$ cat src/hdl/jpbs_pkg.sv
`timescale 1ns / 1ps

package jpbs_pkg;

  // Geometry of one tick and one command
  localparam int Joints    = 12;
  localparam int JointIdxW = 4;
  localparam int PosW      = 16;
  localparam int TickW     = 16;
  localparam int GainW     = 16;
  localparam int InDataW   = Joints * PosW;
  localparam int OutFieldW = JointIdxW + PosW + 2 * GainW;
  localparam int OutDataW  = ((OutFieldW + 7) / 8) * 8;

  // Serial divider: one quotient bit per step
  localparam int DivSteps = 16;
  localparam int DivCntW  = $clog2(DivSteps);

  typedef enum logic [1:0] {
    PhBlendIn = 2'd0,
    PhRise    = 2'd1,
    PhHold    = 2'd2,
    PhShift   = 2'd3
  } phase_e;

  typedef struct packed {
    logic [TickW-1:0] warmup;
    logic [TickW-1:0] blend_in;
    logic [TickW-1:0] rise;
    logic [TickW-1:0] hold;
    logic [TickW-1:0] shift;
    logic [GainW-1:0] stiffness;
    logic [GainW-1:0] damping;
  } cfg_t;

  // Request to the shared multiply/divide unit: quot = (mag * k) / d
  typedef struct packed {
    logic             start;
    logic [PosW-1:0]  mag;
    logic [TickW-1:0] k;
    logic [TickW-1:0] d;
  } blend_req_t;

  typedef struct packed {
    logic            done;
    logic [PosW-1:0] quot;
  } blend_rsp_t;

  // Duration of a phase; zero acts as one
  function automatic logic [TickW-1:0] dur_of(cfg_t cfg, phase_e ph);
    logic [TickW-1:0] d;
    unique case (ph)
      PhBlendIn: d = cfg.blend_in;
      PhRise:    d = cfg.rise;
      PhHold:    d = cfg.hold;
      PhShift:   d = cfg.shift;
      default:   d = cfg.shift;
    endcase
    if (d == '0) d = TickW'(1);
    return d;
  endfunction

  // Keyframe A, Q4.12
  function automatic logic signed [PosW-1:0] pose_a(logic [JointIdxW-1:0] j);
    logic signed [PosW-1:0] p;
    case (j) inside
      4'd1, 4'd4, 4'd7, 4'd10: p = 16'sd5571;
      4'd2, 4'd5, 4'd8, 4'd11: p = -16'sd10854;
      4'd6:                    p = -16'sd819;
      4'd9:                    p = 16'sd819;
      default:                 p = '0;
    endcase
    return p;
  endfunction

  // Keyframe B, Q4.12
  function automatic logic signed [PosW-1:0] pose_b(logic [JointIdxW-1:0] j);
    logic signed [PosW-1:0] p;
    case (j) inside
      4'd1, 4'd4, 4'd7, 4'd10: p = 16'sd2744;
      4'd2, 4'd5, 4'd8, 4'd11: p = -16'sd5325;
      default:                 p = '0;
    endcase
    return p;
  endfunction

  // Keyframe C, Q4.12
  function automatic logic signed [PosW-1:0] pose_c(logic [JointIdxW-1:0] j);
    logic signed [PosW-1:0] p;
    case (j) inside
      4'd1, 4'd4, 4'd7, 4'd10: p = 16'sd5571;
      4'd2, 4'd5, 4'd8, 4'd11: p = -16'sd10854;
      4'd0:                    p = -16'sd1434;
      4'd3:                    p = 16'sd1434;
      4'd6:                    p = -16'sd2048;
      4'd9:                    p = 16'sd2048;
      default:                 p = '0;
    endcase
    return p;
  endfunction

endpackage

$ cat src/hdl/joint_pose_blend_sequencer.sv
`timescale 1ns / 1ps

// Joint pose blend sequencer. Each input item is one control tick carrying the
// measured angles of twelve joints (Q4.12). Ticks inside the warmup window are
// consumed and give no result; the first active tick latches the measured
// angles as start pose, and every active tick emits twelve command items,
// joint 0 first, tlast on joint 11, with the phase on tuser. An active tick
// first steps the phase, then works through the joints in turn; for each it
// forms a + ((b - a) * k) / d with the serial divider of the shared blend unit
// (one quotient bit per cycle). The input is not ready while a tick is in
// work. The output register lets the next joint be computed, and the next tick
// be taken, while a command item waits. Configuration is written through
// cfg_we_i / cfg_idx_i / cfg_data_i and must only change while the block idles.

module joint_pose_blend_sequencer (
  input  logic                           clk_i,
  input  logic                           rst_ni,
  // Configuration write port
  input  logic                           cfg_we_i,
  input  logic [2:0]                     cfg_idx_i,
  input  logic [15:0]                    cfg_data_i,
  // Tick input
  input  logic                           s_axis_tvalid_i,
  output logic                           s_axis_tready_o,
  // meas_pos_0 [15:0], meas_pos_1 [31:16], ... meas_pos_11 [191:176]
  input  logic [jpbs_pkg::InDataW-1:0]   s_axis_tdata_i,
  // Command output
  output logic                           m_axis_tvalid_o,
  input  logic                           m_axis_tready_i,
  // joint_index [3:0], cmd_position [19:4], cmd_stiffness [35:20],
  // cmd_damping [51:36], zero fill [55:52]
  output logic [jpbs_pkg::OutDataW-1:0]  m_axis_tdata_o,
  // active_phase [1:0]
  output logic [1:0]                     m_axis_tuser_o,
  // last_joint
  output logic                           m_axis_tlast_o
);

  typedef enum logic [2:0] {
    CfgWarmup,
    CfgBlendIn,
    CfgRise,
    CfgHold,
    CfgShift,
    CfgStiffness,
    CfgDamping
  } cfg_idx_e;

  typedef enum logic [2:0] {
    SIdle,
    SPhase,
    SSel,
    SDiv,
    SOut
  } state_e;

  localparam int PosW = jpbs_pkg::PosW;
  localparam int JIW  = jpbs_pkg::JointIdxW;

  jpbs_pkg::cfg_t             cfg_q;
  logic signed [PosW-1:0]     start_pose_q [jpbs_pkg::Joints];

  state_e                     state_q;
  logic [JIW-1:0]             joint_q;
  logic signed [PosW-1:0]     a_q;
  logic                       neg_q;

  logic                       m_valid_q;
  logic [JIW-1:0]             out_idx_q;
  logic [PosW-1:0]            out_pos_q;
  logic [jpbs_pkg::GainW-1:0] out_stiff_q;
  logic [jpbs_pkg::GainW-1:0] out_damp_q;
  jpbs_pkg::phase_e           out_phase_q;
  logic                       out_last_q;

  logic                       tick;
  logic                       active;
  logic                       capture;
  logic                       advance;
  jpbs_pkg::phase_e           phase;
  logic [jpbs_pkg::TickW-1:0] ticks;

  logic signed [PosW-1:0]     pa;
  logic signed [PosW-1:0]     pb;
  logic [PosW:0]              diff;
  logic                       neg;
  logic [PosW-1:0]            mag;
  logic [PosW:0]              delta;
  logic [PosW:0]              pos;
  logic                       out_free;
  logic                       last;

  jpbs_pkg::blend_req_t       req;
  jpbs_pkg::blend_rsp_t       rsp;

  // Configuration registers
  always_ff @(posedge clk_i or negedge rst_ni) begin
    if (!rst_ni) begin
      cfg_q.warmup    <= 16'd500;
      cfg_q.blend_in  <= 16'd500;
      cfg_q.rise      <= 16'd500;
      cfg_q.hold      <= 16'd1000;
      cfg_q.shift     <= 16'd900;
      cfg_q.stiffness <= 16'd15360;
      cfg_q.damping   <= 16'd1280;
    end else if (cfg_we_i) begin
      unique case (cfg_idx_e'(cfg_idx_i))
        CfgWarmup:    cfg_q.warmup    <= cfg_data_i;
        CfgBlendIn:   cfg_q.blend_in  <= cfg_data_i;
        CfgRise:      cfg_q.rise      <= cfg_data_i;
        CfgHold:      cfg_q.hold      <= cfg_data_i;
        CfgShift:     cfg_q.shift     <= cfg_data_i;
        CfgStiffness: cfg_q.stiffness <= cfg_data_i;
        CfgDamping:   cfg_q.damping   <= cfg_data_i;
        default: ;
      endcase
    end
  end

  // Tick bookkeeping: warmup, start capture, phase and tick count
  assign tick    = s_axis_tvalid_i && (state_q == SIdle);
  assign advance = (state_q == SPhase);

  jpbs_tick u_tick (
    .clk_i     (clk_i),
    .rst_ni    (rst_ni),
    .cfg_i     (cfg_q),
    .tick_i    (tick),
    .advance_i (advance),
    .active_o  (active),
    .capture_o (capture),
    .phase_o   (phase),
    .ticks_o   (ticks)
  );

  // Latch the start pose on the first active tick
  always_ff @(posedge clk_i) begin
    if (capture) begin
      for (int j = 0; j < jpbs_pkg::Joints; j++) begin
        start_pose_q[j] <= s_axis_tdata_i[j*PosW +: PosW];
      end
    end
  end

  // Pick the blend endpoints of the current joint
  always_comb begin
    unique case (phase)
      jpbs_pkg::PhBlendIn: begin
        pa = start_pose_q[joint_q];
        pb = jpbs_pkg::pose_a(joint_q);
      end
      jpbs_pkg::PhRise: begin
        pa = jpbs_pkg::pose_a(joint_q);
        pb = jpbs_pkg::pose_b(joint_q);
      end
      jpbs_pkg::PhHold: begin
        pa = jpbs_pkg::pose_b(joint_q);
        pb = jpbs_pkg::pose_b(joint_q);
      end
      jpbs_pkg::PhShift: begin
        pa = jpbs_pkg::pose_b(joint_q);
        pb = jpbs_pkg::pose_c(joint_q);
      end
      default: begin
        pa = '0;
        pb = '0;
      end
    endcase
  end

  // Split b - a into sign and magnitude for the unsigned divider
  assign diff = {pb[PosW-1], pb} - {pa[PosW-1], pa};
  assign neg  = diff[PosW];
  assign mag  = neg ? PosW'(-diff) : diff[PosW-1:0];

  assign req.start = (state_q == SSel);
  assign req.mag   = mag;
  assign req.k     = ticks;
  assign req.d     = jpbs_pkg::dur_of(cfg_q, phase);

  jpbs_blend u_blend (
    .clk_i  (clk_i),
    .rst_ni (rst_ni),
    .req_i  (req),
    .rsp_o  (rsp)
  );

  // Restore the sign of the quotient and add the start point
  assign delta    = neg_q ? -{1'b0, rsp.quot} : {1'b0, rsp.quot};
  assign pos      = {a_q[PosW-1], a_q} + delta;
  assign out_free = !m_valid_q || m_axis_tready_i;
  assign last     = (joint_q == JIW'(jpbs_pkg::Joints - 1));

  // Joint sequencer and output register
  always_ff @(posedge clk_i or negedge rst_ni) begin
    if (!rst_ni) begin
      state_q     <= SIdle;
      joint_q     <= '0;
      a_q         <= '0;
      neg_q       <= 1'b0;
      m_valid_q   <= 1'b0;
      out_idx_q   <= '0;
      out_pos_q   <= '0;
      out_stiff_q <= '0;
      out_damp_q  <= '0;
      out_phase_q <= jpbs_pkg::PhBlendIn;
      out_last_q  <= 1'b0;
    end else begin
      // Load a new command item, else drop the one taken by the receiver
      if (state_q == SOut && out_free) begin
        m_valid_q <= 1'b1;
      end else if (m_axis_tready_i) begin
        m_valid_q <= 1'b0;
      end
      unique case (state_q)
        SIdle: begin
          if (s_axis_tvalid_i && active) state_q <= SPhase;
        end
        SPhase: begin
          joint_q <= '0;
          state_q <= SSel;
        end
        SSel: begin
          a_q     <= pa;
          neg_q   <= neg;
          state_q <= SDiv;
        end
        SDiv: begin
          if (rsp.done) state_q <= SOut;
        end
        SOut: begin
          if (out_free) begin
            out_idx_q   <= joint_q;
            out_pos_q   <= pos[PosW-1:0];
            out_stiff_q <= cfg_q.stiffness;
            out_damp_q  <= cfg_q.damping;
            out_phase_q <= phase;
            out_last_q  <= last;
            if (last) begin
              state_q <= SIdle;
            end else begin
              joint_q <= joint_q + 1'b1;
              state_q <= SSel;
            end
          end
        end
        default: state_q <= SIdle;
      endcase
    end
  end

  assign s_axis_tready_o = (state_q == SIdle);
  assign m_axis_tvalid_o = m_valid_q;
  assign m_axis_tdata_o  = jpbs_pkg::OutDataW'({out_damp_q, out_stiff_q, out_pos_q, out_idx_q});
  assign m_axis_tuser_o  = out_phase_q;
  assign m_axis_tlast_o  = out_last_q;

endmodule

$ cat src/hdl/jpbs_blend.sv
`timescale 1ns / 1ps

module jpbs_blend (
  input  logic                   clk_i,
  input  logic                   rst_ni,
  input  jpbs_pkg::blend_req_t   req_i,
  output jpbs_pkg::blend_rsp_t   rsp_o
);

  typedef enum logic [1:0] {
    UIdle,
    UMul,
    UDiv
  } state_e;

  state_e                          state_q;
  logic [jpbs_pkg::PosW-1:0]       mag_q;
  logic [jpbs_pkg::TickW-1:0]      k_q;
  logic [jpbs_pkg::TickW-1:0]      d_q;
  logic [jpbs_pkg::TickW-1:0]      rem_q;
  logic [jpbs_pkg::DivSteps-1:0]   num_q;
  logic [jpbs_pkg::DivCntW-1:0]    cnt_q;
  logic                            done_q;

  logic [2*jpbs_pkg::TickW-1:0]    prod;
  logic [jpbs_pkg::TickW:0]        trial;
  logic [jpbs_pkg::TickW:0]        trial_sub;
  logic                            fits;

  // Product of magnitude and tick count; quotient always fits 16 bits since k <= d
  assign prod      = (2*jpbs_pkg::TickW)'(mag_q) * (2*jpbs_pkg::TickW)'(k_q);
  // One restoring step: shift in the next dividend bit, subtract if it fits
  assign trial     = {rem_q, num_q[jpbs_pkg::DivSteps-1]};
  assign trial_sub = trial - {1'b0, d_q};
  assign fits      = trial >= {1'b0, d_q};

  // Sequence multiply then one quotient bit per cycle
  always_ff @(posedge clk_i or negedge rst_ni) begin
    if (!rst_ni) begin
      state_q <= UIdle;
      mag_q   <= '0;
      k_q     <= '0;
      d_q     <= '0;
      rem_q   <= '0;
      num_q   <= '0;
      cnt_q   <= '0;
      done_q  <= 1'b0;
    end else begin
      unique case (state_q)
        UIdle: begin
          done_q <= 1'b0;
          if (req_i.start) begin
            mag_q   <= req_i.mag;
            k_q     <= req_i.k;
            d_q     <= req_i.d;
            state_q <= UMul;
          end
        end
        UMul: begin
          done_q  <= 1'b0;
          rem_q   <= prod[2*jpbs_pkg::TickW-1:jpbs_pkg::TickW];
          num_q   <= prod[jpbs_pkg::TickW-1:0];
          cnt_q   <= '0;
          state_q <= UDiv;
        end
        UDiv: begin
          rem_q  <= fits ? trial_sub[jpbs_pkg::TickW-1:0] : trial[jpbs_pkg::TickW-1:0];
          num_q  <= {num_q[jpbs_pkg::DivSteps-2:0], fits};
          cnt_q  <= cnt_q + 1'b1;
          done_q <= (cnt_q == jpbs_pkg::DivCntW'(jpbs_pkg::DivSteps - 1));
          if (cnt_q == jpbs_pkg::DivCntW'(jpbs_pkg::DivSteps - 1)) begin
            state_q <= UIdle;
          end
        end
        default: begin
          done_q  <= 1'b0;
          state_q <= UIdle;
        end
      endcase
    end
  end

  assign rsp_o.done = done_q;
  assign rsp_o.quot = num_q;

  a_start_when_idle: assert property (@(posedge clk_i) disable iff (!rst_ni)
    req_i.start |-> state_q == UIdle)
    else $error("blend unit started while busy");

  a_done_after_div: assert property (@(posedge clk_i) disable iff (!rst_ni)
    done_q |-> $past(state_q) == UDiv)
    else $error("blend unit done without a divide step");

endmodule

$ cat src/hdl/jpbs_tick.sv
`timescale 1ns / 1ps

module jpbs_tick (
  input  logic                        clk_i,
  input  logic                        rst_ni,
  input  jpbs_pkg::cfg_t              cfg_i,
  input  logic                        tick_i,
  input  logic                        advance_i,
  output logic                        active_o,
  output logic                        capture_o,
  output jpbs_pkg::phase_e            phase_o,
  output logic [jpbs_pkg::TickW-1:0]  ticks_o
);

  logic [jpbs_pkg::TickW-1:0] warm_cnt_q, warm_cnt_d;
  logic                       started_q, started_d;
  jpbs_pkg::phase_e           phase_q, phase_d;
  logic [jpbs_pkg::TickW-1:0] ticks_q, ticks_d;

  logic [jpbs_pkg::TickW-1:0] warm_inc;
  logic                       reach;
  logic [jpbs_pkg::TickW:0]   k_c;
  jpbs_pkg::phase_e           p_c;

  // Saturating warmup count and the first active tick
  assign warm_inc  = (warm_cnt_q == '1) ? warm_cnt_q : warm_cnt_q + 1'b1;
  assign reach     = warm_inc >= cfg_i.warmup;
  assign active_o  = started_q | reach;
  assign capture_o = tick_i & ~started_q & reach;

  always_comb begin
    warm_cnt_d = warm_cnt_q;
    started_d  = started_q;
    if (tick_i && !started_q) begin
      warm_cnt_d = warm_inc;
      if (reach) started_d = 1'b1;
    end
  end

  // Step the tick count and cascade through phases that are already complete
  always_comb begin
    k_c = {1'b0, ticks_q} + 1'b1;
    p_c = phase_q;
    for (int i = 0; i < 3; i++) begin
      if (p_c != jpbs_pkg::PhShift && k_c >= {1'b0, jpbs_pkg::dur_of(cfg_i, p_c)}) begin
        p_c = jpbs_pkg::phase_e'(p_c + 2'd1);
        k_c = (jpbs_pkg::TickW + 1)'(1);
      end
    end
    if (p_c == jpbs_pkg::PhShift &&
        k_c > {1'b0, jpbs_pkg::dur_of(cfg_i, jpbs_pkg::PhShift)}) begin
      k_c = {1'b0, jpbs_pkg::dur_of(cfg_i, jpbs_pkg::PhShift)};
    end
    phase_d = advance_i ? p_c : phase_q;
    ticks_d = advance_i ? k_c[jpbs_pkg::TickW-1:0] : ticks_q;
  end

  always_ff @(posedge clk_i or negedge rst_ni) begin
    if (!rst_ni) begin
      warm_cnt_q <= '0;
      started_q  <= 1'b0;
      phase_q    <= jpbs_pkg::PhBlendIn;
      ticks_q    <= '0;
    end else begin
      warm_cnt_q <= warm_cnt_d;
      started_q  <= started_d;
      phase_q    <= phase_d;
      ticks_q    <= ticks_d;
    end
  end

  assign phase_o = phase_q;
  assign ticks_o = ticks_q;

  a_started_sticky: assert property (@(posedge clk_i) disable iff (!rst_ni)
    started_q |=> started_q)
    else $error("start pose capture lost");

  a_shift_final: assert property (@(posedge clk_i) disable iff (!rst_ni)
    phase_q == jpbs_pkg::PhShift |=> phase_q == jpbs_pkg::PhShift)
    else $error("left the final phase");

  a_step_only_on_advance: assert property (@(posedge clk_i) disable iff (!rst_ni)
    !advance_i |=> $stable(ticks_q) && $stable(phase_q))
    else $error("phase state moved without a tick step");

endmodule

$ cat config.mk
export PLATFORM = sky130hd
export DESIGN_NAME = joint_pose_blend_sequencer
export DESIGN_NICKNAME = d
export VERILOG_FILES = /design/src/hdl/jpbs_pkg.sv /design/src/hdl/joint_pose_blend_sequencer.sv /design/src/hdl/jpbs_blend.sv /design/src/hdl/jpbs_tick.sv
export SDC_FILE = /design/constraint.sdc
export NUM_CORES = 2
export LEC_CHECK = 0
export ABC_AREA = 1
export BUFFER_PORTS_ARGS = -buffer_cell sky130_fd_sc_hd__buf_2
export CAP_MARGIN = 20
export CORE_AREA = 5 5 248 250
export DETAILED_ROUTE_END_ITERATION = 8
export DIE_AREA = 0 0 253 255
export PLACE_DENSITY = 0.86
export SYNTH_ARGS = -nofsm -noshare
export SYNTH_HDL_FRONTEND = slang
export SYNTH_SLANG_ARGS = --single-unit
$ cat constraint.sdc
create_clock -name clk_i -period 13.3 [get_ports clk_i]
set_clock_uncertainty 0.15 [all_clocks]
set_input_delay 1.33 -clock clk_i [delete_from_list [all_inputs] [get_ports clk_i]]
set_output_delay 1.33 -clock clk_i [all_outputs]
set_load 0.1 [all_outputs]
## Yosys cells after proc, flatten, opt, wreduce, memory -nomap -nowiden

Memory sizes are Yosys's and may differ from the RTL's.
Index checks and enable logic that the tools add are counted.

| storage, ports and cells | value |
|---|---|
| register bits | 314 |
| RAM bits | 192 |
| input port bits | 216 |
| output and inout port bits | 61 |
| memories | 1 |

Memory list:

| memory | depth | width | rd ports | clocked after Yosys merged registers in | write ports | RTL line | source |
|---|---|---|---|---|---|---|---|
| start_pose_q | 12 | 16 | 1 | 0 | 12 | joint_pose_blend_sequencer.sv:61 | `logic signed [PosW-1:0] start_pose_q [jpbs_pkg::Joints];` |

| cells by class | value |
|---|---|
| $add $sub $neg | 12 |
| $mul | 1 |
| order comparisons | 6 |
| equal/unequal tests | 44 |
| muxes and demuxes | 53 |
| bitwise operators | 4 |
| reduce and logical (&&, ||, !) cells | 43 |

Operators by type and width:

| operator | count |
|---|---|
| $mux W16 | 21 |
| $pmux W16 S4 | 3 |
| $pmux W16 S3 | 2 |
| $logic_not A16 Y1 | 5 |
| $ge A17 B16 Y1 | 4 |
| $pmux W16 S2 | 2 |
| $mux W17 | 3 |
| $mul A16 B16 Y32 | 1 |
| $neg A16 Y16 | 2 |
| $reduce_and A2 Y1 | 11 |
| $eq A4 B4 Y1 const B | 5 |
| $add A16 B1 Y17 const B | 1 |
| $gt A17 B16 Y1 | 1 |
| $sub A16 B16 Y17 | 1 |
| $add A16 B1 Y16 const B | 1 |
| $add A16 B16 Y16 | 1 |
| $eq A16 B16 Y1 const B | 1 |
| $eq A2 B2 Y1 const B | 8 |
| $eq A4 B3 Y1 const B | 4 |
| $ge A16 B16 Y1 | 1 |
| $pmux W4 S2 | 2 |
| $sub A16 B16 Y16 | 1 |
| $pmux W3 S5 | 1 |
| $eq A3 B2 Y1 const B | 4 |
| other kinds (29) | 77 |

## Logic depth before layout (Yosys ltp)

| logic depth | value |
|---|---|
| word-level depth | 27 |
| depth in mapped cells | 92 |
| gate-level depth less buffers | 86 |

## Cells and area by module

Synthesis repeated with hierarchy kept, for this count alone.

| second synthesis, totals | value |
|---|---|
| cell total of the unflattened synthesis | 4844 |
| area total of the unflattened synthesis | 38516.9 µm² |

Modules (own cells, without submodules):

| module | instances | cells an instance | area each (µm²) |
|---|---|---|---|
| joint_pose_blend_sequencer | 1 | 1960 | 18220.0 |
| jpbs_blend | 1 | 1875 | 14092.3 |
| jpbs_tick | 1 | 1009 | 6204.7 |

## Worst setup path after synthesis

Ideal clock, no wire load.

| timing path | value |
|---|---|
| path kind | flip-flop to flip-flop |
| start | reg u_tick.phase_q[0] (netlist: u_tick.phase_o[0]) |
| end | reg u_tick.ticks_q (netlist bit u_tick.ticks_o[10]) |
| setup time | 117 ps |
| data arrival time | 9617 ps |
| data required time | 13033 ps |
| slack | 3415 ps |
| stages on the path, launching flop included | 77 |
| path buffers | 7 |
| cells stage by stage | dfrtp_1 -> inv_1 -> ha_1 -> inv_1 -> clkbuf_1 -> o21ai_0 -> o22ai_1 -> nand4_1 -> o41ai_1 -> ha_1 -> o21ai_0 -> nand2_1 -> nand2_1 -> nand2_1 -> nand2_1 -> nand2_1 -> nand2_1 -> nand2_2 -> [41 not listed] -> nand2_1 -> nor2_1 -> nand3_1 -> o211ai_1 -> nand2_1 -> nand3_1 -> nand2_1 -> nand2_1 -> nand2_1 -> nand2_1 -> nand2_1 -> nand2_1 -> nand2_1 -> nand2_1 -> clkbuf_1 -> nand4_1 -> nand3_1 -> nand2_1 |

RTL lines:

| element | RTL line | source |
|---|---|---|
| start: declaration | jpbs_tick.sv:17 | `jpbs_pkg::phase_e phase_q, phase_d;` |
| start signal: assignment | jpbs_tick.sv:62 | `phase_q <= jpbs_pkg::PhBlendIn;` |
| start signal: assignment | jpbs_tick.sv:67 | `phase_q <= phase_d;` |
| end signal: assignment | jpbs_tick.sv:68 | `ticks_q <= ticks_d;` |
| end: declaration | jpbs_tick.sv:18 | `logic [jpbs_pkg::TickW-1:0] ticks_q, ticks_d;` |

==> impl_metrics.toml <==
[route]
firstDrtPassIters = 7
vias = 31544
drt_iter0_drc = 3165
vias_per_cell = 5.900
drc = 0
ant_nets = 0
wl_um = 107200
wl_per_cell_um = 20.06

[floorplan]
core_area_sq_um = 58800
dieArea_sq_um = 64520
die_x_um = 253
die_h_um = 255
row_count = 89
io_pins = 277
initial_core_util_pct = 61.43

[final_layout]
top_register = "start_pose_q"
final-instance-count-excl-fill = 5346
syn2layout_area_growth_pct = 9.842
final_nets = 5182
largest_register_ffs = 192
drive_gt1_share_pct = 10.36
reg_top3 = "start_pose_q (192), cfg_q (112)"

[yosys]
ys_types = 65
synth_seq_area_share_pct = 37.84
synthTopCellsByArea = "dfrtp_1 19%, edfxtp_1 16%, nand2_1 11%"
synth-main-ff-cell = "dfrtp_1"
syn_area_sq_um = 36120
yosysMostFrequentCell = "nand2_1"
synthTopCellsByCount = "1,099 x nand2_1, 646 x inv_1, 456 x o21ai_0, 280 x dfrtp_1, 256 x nor2_1"
synth-edff-count = 192
synth_seq_cells = 506
synth_top_area_share_pct = 19.40
synth_warnings = 0
syn-mean-instance-area_sq_um = 8.265
ys_async_sr_fraction_pct = 62.06
yosys.area.top_type = "dfrtp_1"
synthCells = 4370

[grt]
gr-max-usage-layer = "met2"
grt-ovfl-total = 0
grt_pass1_wl_um = 169000
met3_usage_pct = 6.158
grt_max_degree = 170
met2_usage_pct = 54.61
gr-usage-met1_pct = 42.62
antenna_found_initial = 14
grt_usage_pct = 32.87
grt_pass1_vias = 31365

[critical_path]
worst_path_largest_cell_delay_ns = 0.57
crit_slowest_cell = "inv_1"
r2r_start = "u_tick.phase_o[0]"
cp-start-kind = "flip-flop"
cpMostUsedCell = "nand2_1"
reg2reg_slack_ns = 1.08
r2r-end = "u_tick.ticks_o[6]"
critPathArrivalTime_ns = 12.55
rr_worst_depth = 69
critPathRequiredTime_ns = 13.64
path_class = "flip-flop to flip-flop"
crit_path_end_kind = "flip-flop"
path_max_fanout = 34

[run]
maxCapViolations = 0

[pwr]
p_per_area_nw_per_um2 = 221.3
p_leak_nw = 20.11
p_total_mw = 8.778
ir_drop_v = 0.0001360

[min_path]
hp-class = "flip-flop to flip-flop"
min_to = "out_damp_q[5]"
holdPathStages = 2
hold_path.startpoint = "cfg_q[5]"

[timing]
slew_headroom_pct = 29.46
period_share_pct = 91.85
fin_tns_setup_ns = 0
hold_viol = 0
max_slew.worst_pin.slew_ns = 1.048
rsz0062_at_grt = "no"
fmax_mhz = 81.86
setup_violations = 0
slew_viol_final = 0
period_minus_slack_ns = 12.22

[cts]
tritoncts = "yes"
cts_made_buffers = 48
clock_tree.buffer_depth = 3
clk_pin_slew_ns = 0.07
post_cts.repair.setup_buffers = 0
htree_levels = 2
clk_latency_ns = 0.62
cts.root.buffer_cell = "clkbuf_16"
clkSinkCount = 506

[placed_design]
io_buffers = 272
gp_congestion = 1.032
hpwl_um = 79190
place_inst = 5235

[outcome]
outcome = "finished clean"
cell usage in the layout, fill, tap and decap left out, drive strengths merged, types with 52 or more instances in the layout:
master     n
nor3      55
nor2     261
o21ai    460
a21oi    163
o22ai     98
dfrtp    280
nand3    124
nand2   1111
buf      295
fa       197
inv      659
clkbuf    60
xor2      64
nand4     52
ha       255
edfxtp   192
worst max-delay path by stage:
stage / startpoint / endpoint / depth (start not counted)
global route: u_tick.phase_o[0] / u_tick.ticks_o[0] / 69
floorplan: u_tick.phase_o[0] / u_tick.ticks_o[10] / 76
finish: u_tick.phase_o[0] / u_tick.ticks_o[6] / 69
CTS: u_tick.phase_o[0] / u_tick.ticks_o[12] / 70
detailed placement: u_tick.phase_o[0] / u_tick.ticks_o[12] / 70
global placement: u_tick.phase_o[0] / u_tick.ticks_o[0] / 70
report_power, final:
group,total (mW),switching (mW),leakage (nW),internal (mW)
clock,1.52,0.648,0.829,0.867
sequential,2.25,0.397,5.67,1.85
combinational,5.02,3.32,13.6,1.70
routing by layer:
layer / vias up / wire length (um)
met4: 2 / 5263
met1: 15028 / 40700
met5: - / 13
li1: 14448 / -
met2: 1739 / 51040
met3: 327 / 10230
per-stage QoR:
| stage | util [%] | instance area, sq um | hold WS [ns] | worst slack, ns |
|---|---|---|---|---|
| after global routing | 67.47 | 39670 | 0.3478 | 0.03999 |
| after floorplan | - | 36130 | 0.2915 | 3.415 |
| final | 67.47 | 39670 | 0.3247 | 1.084 |
| after global placement | 64.35 | 37840 | 0.3030 | 1.477 |
| after detailed placement | 64.35 | 37840 | 0.3069 | 1.202 |
| after CTS | 67.32 | 39580 | 0.3251 | 1.142 |
layout make-up:
type / count / area, sq um
multi-input cells: 2998 / 19150
flip-flops and latches: 506 / 13670
well taps: 773 / 967.2
clock inverters: 30 / 478.0
fillers: 4507 / 19130
clock buffers: 60 / 1266
diodes: 19 / 47.55
repair buffers: 295 / 1577
inverters: 665 / 2514
logic make-up (layout without fill, tap and decap cells):
kind of cell               after synthesis  after routing  synth area share [%]
adders and majority gates              452            452                 19.75
xor gates and xnor gates                89             89                 2.158
buffers and inverters                  869           1050                 9.177
other                                    1             23               0.01038
DFF                                    506            506                 37.84
and+or+nand+nor                       1636           1636                 18.64
AOI/OAI and AO/OA                      817            817                 12.43
worst max-delay path, delay by kind of cell (launching register included):
family | cells | cell delay (ns)
simple gates | 41 | 4.13
flops | 1 | 0.43
buf+inv | 9 | 2.32
compound gates | 12 | 3.25
fa+ha+maj | 7 | 1.76
timing repair:
item,CTS,global route
hold buffers,0,0
setup endpoints to repair,0,16
gates resized for setup,0,2
Power figures use the tool's default switching activity.
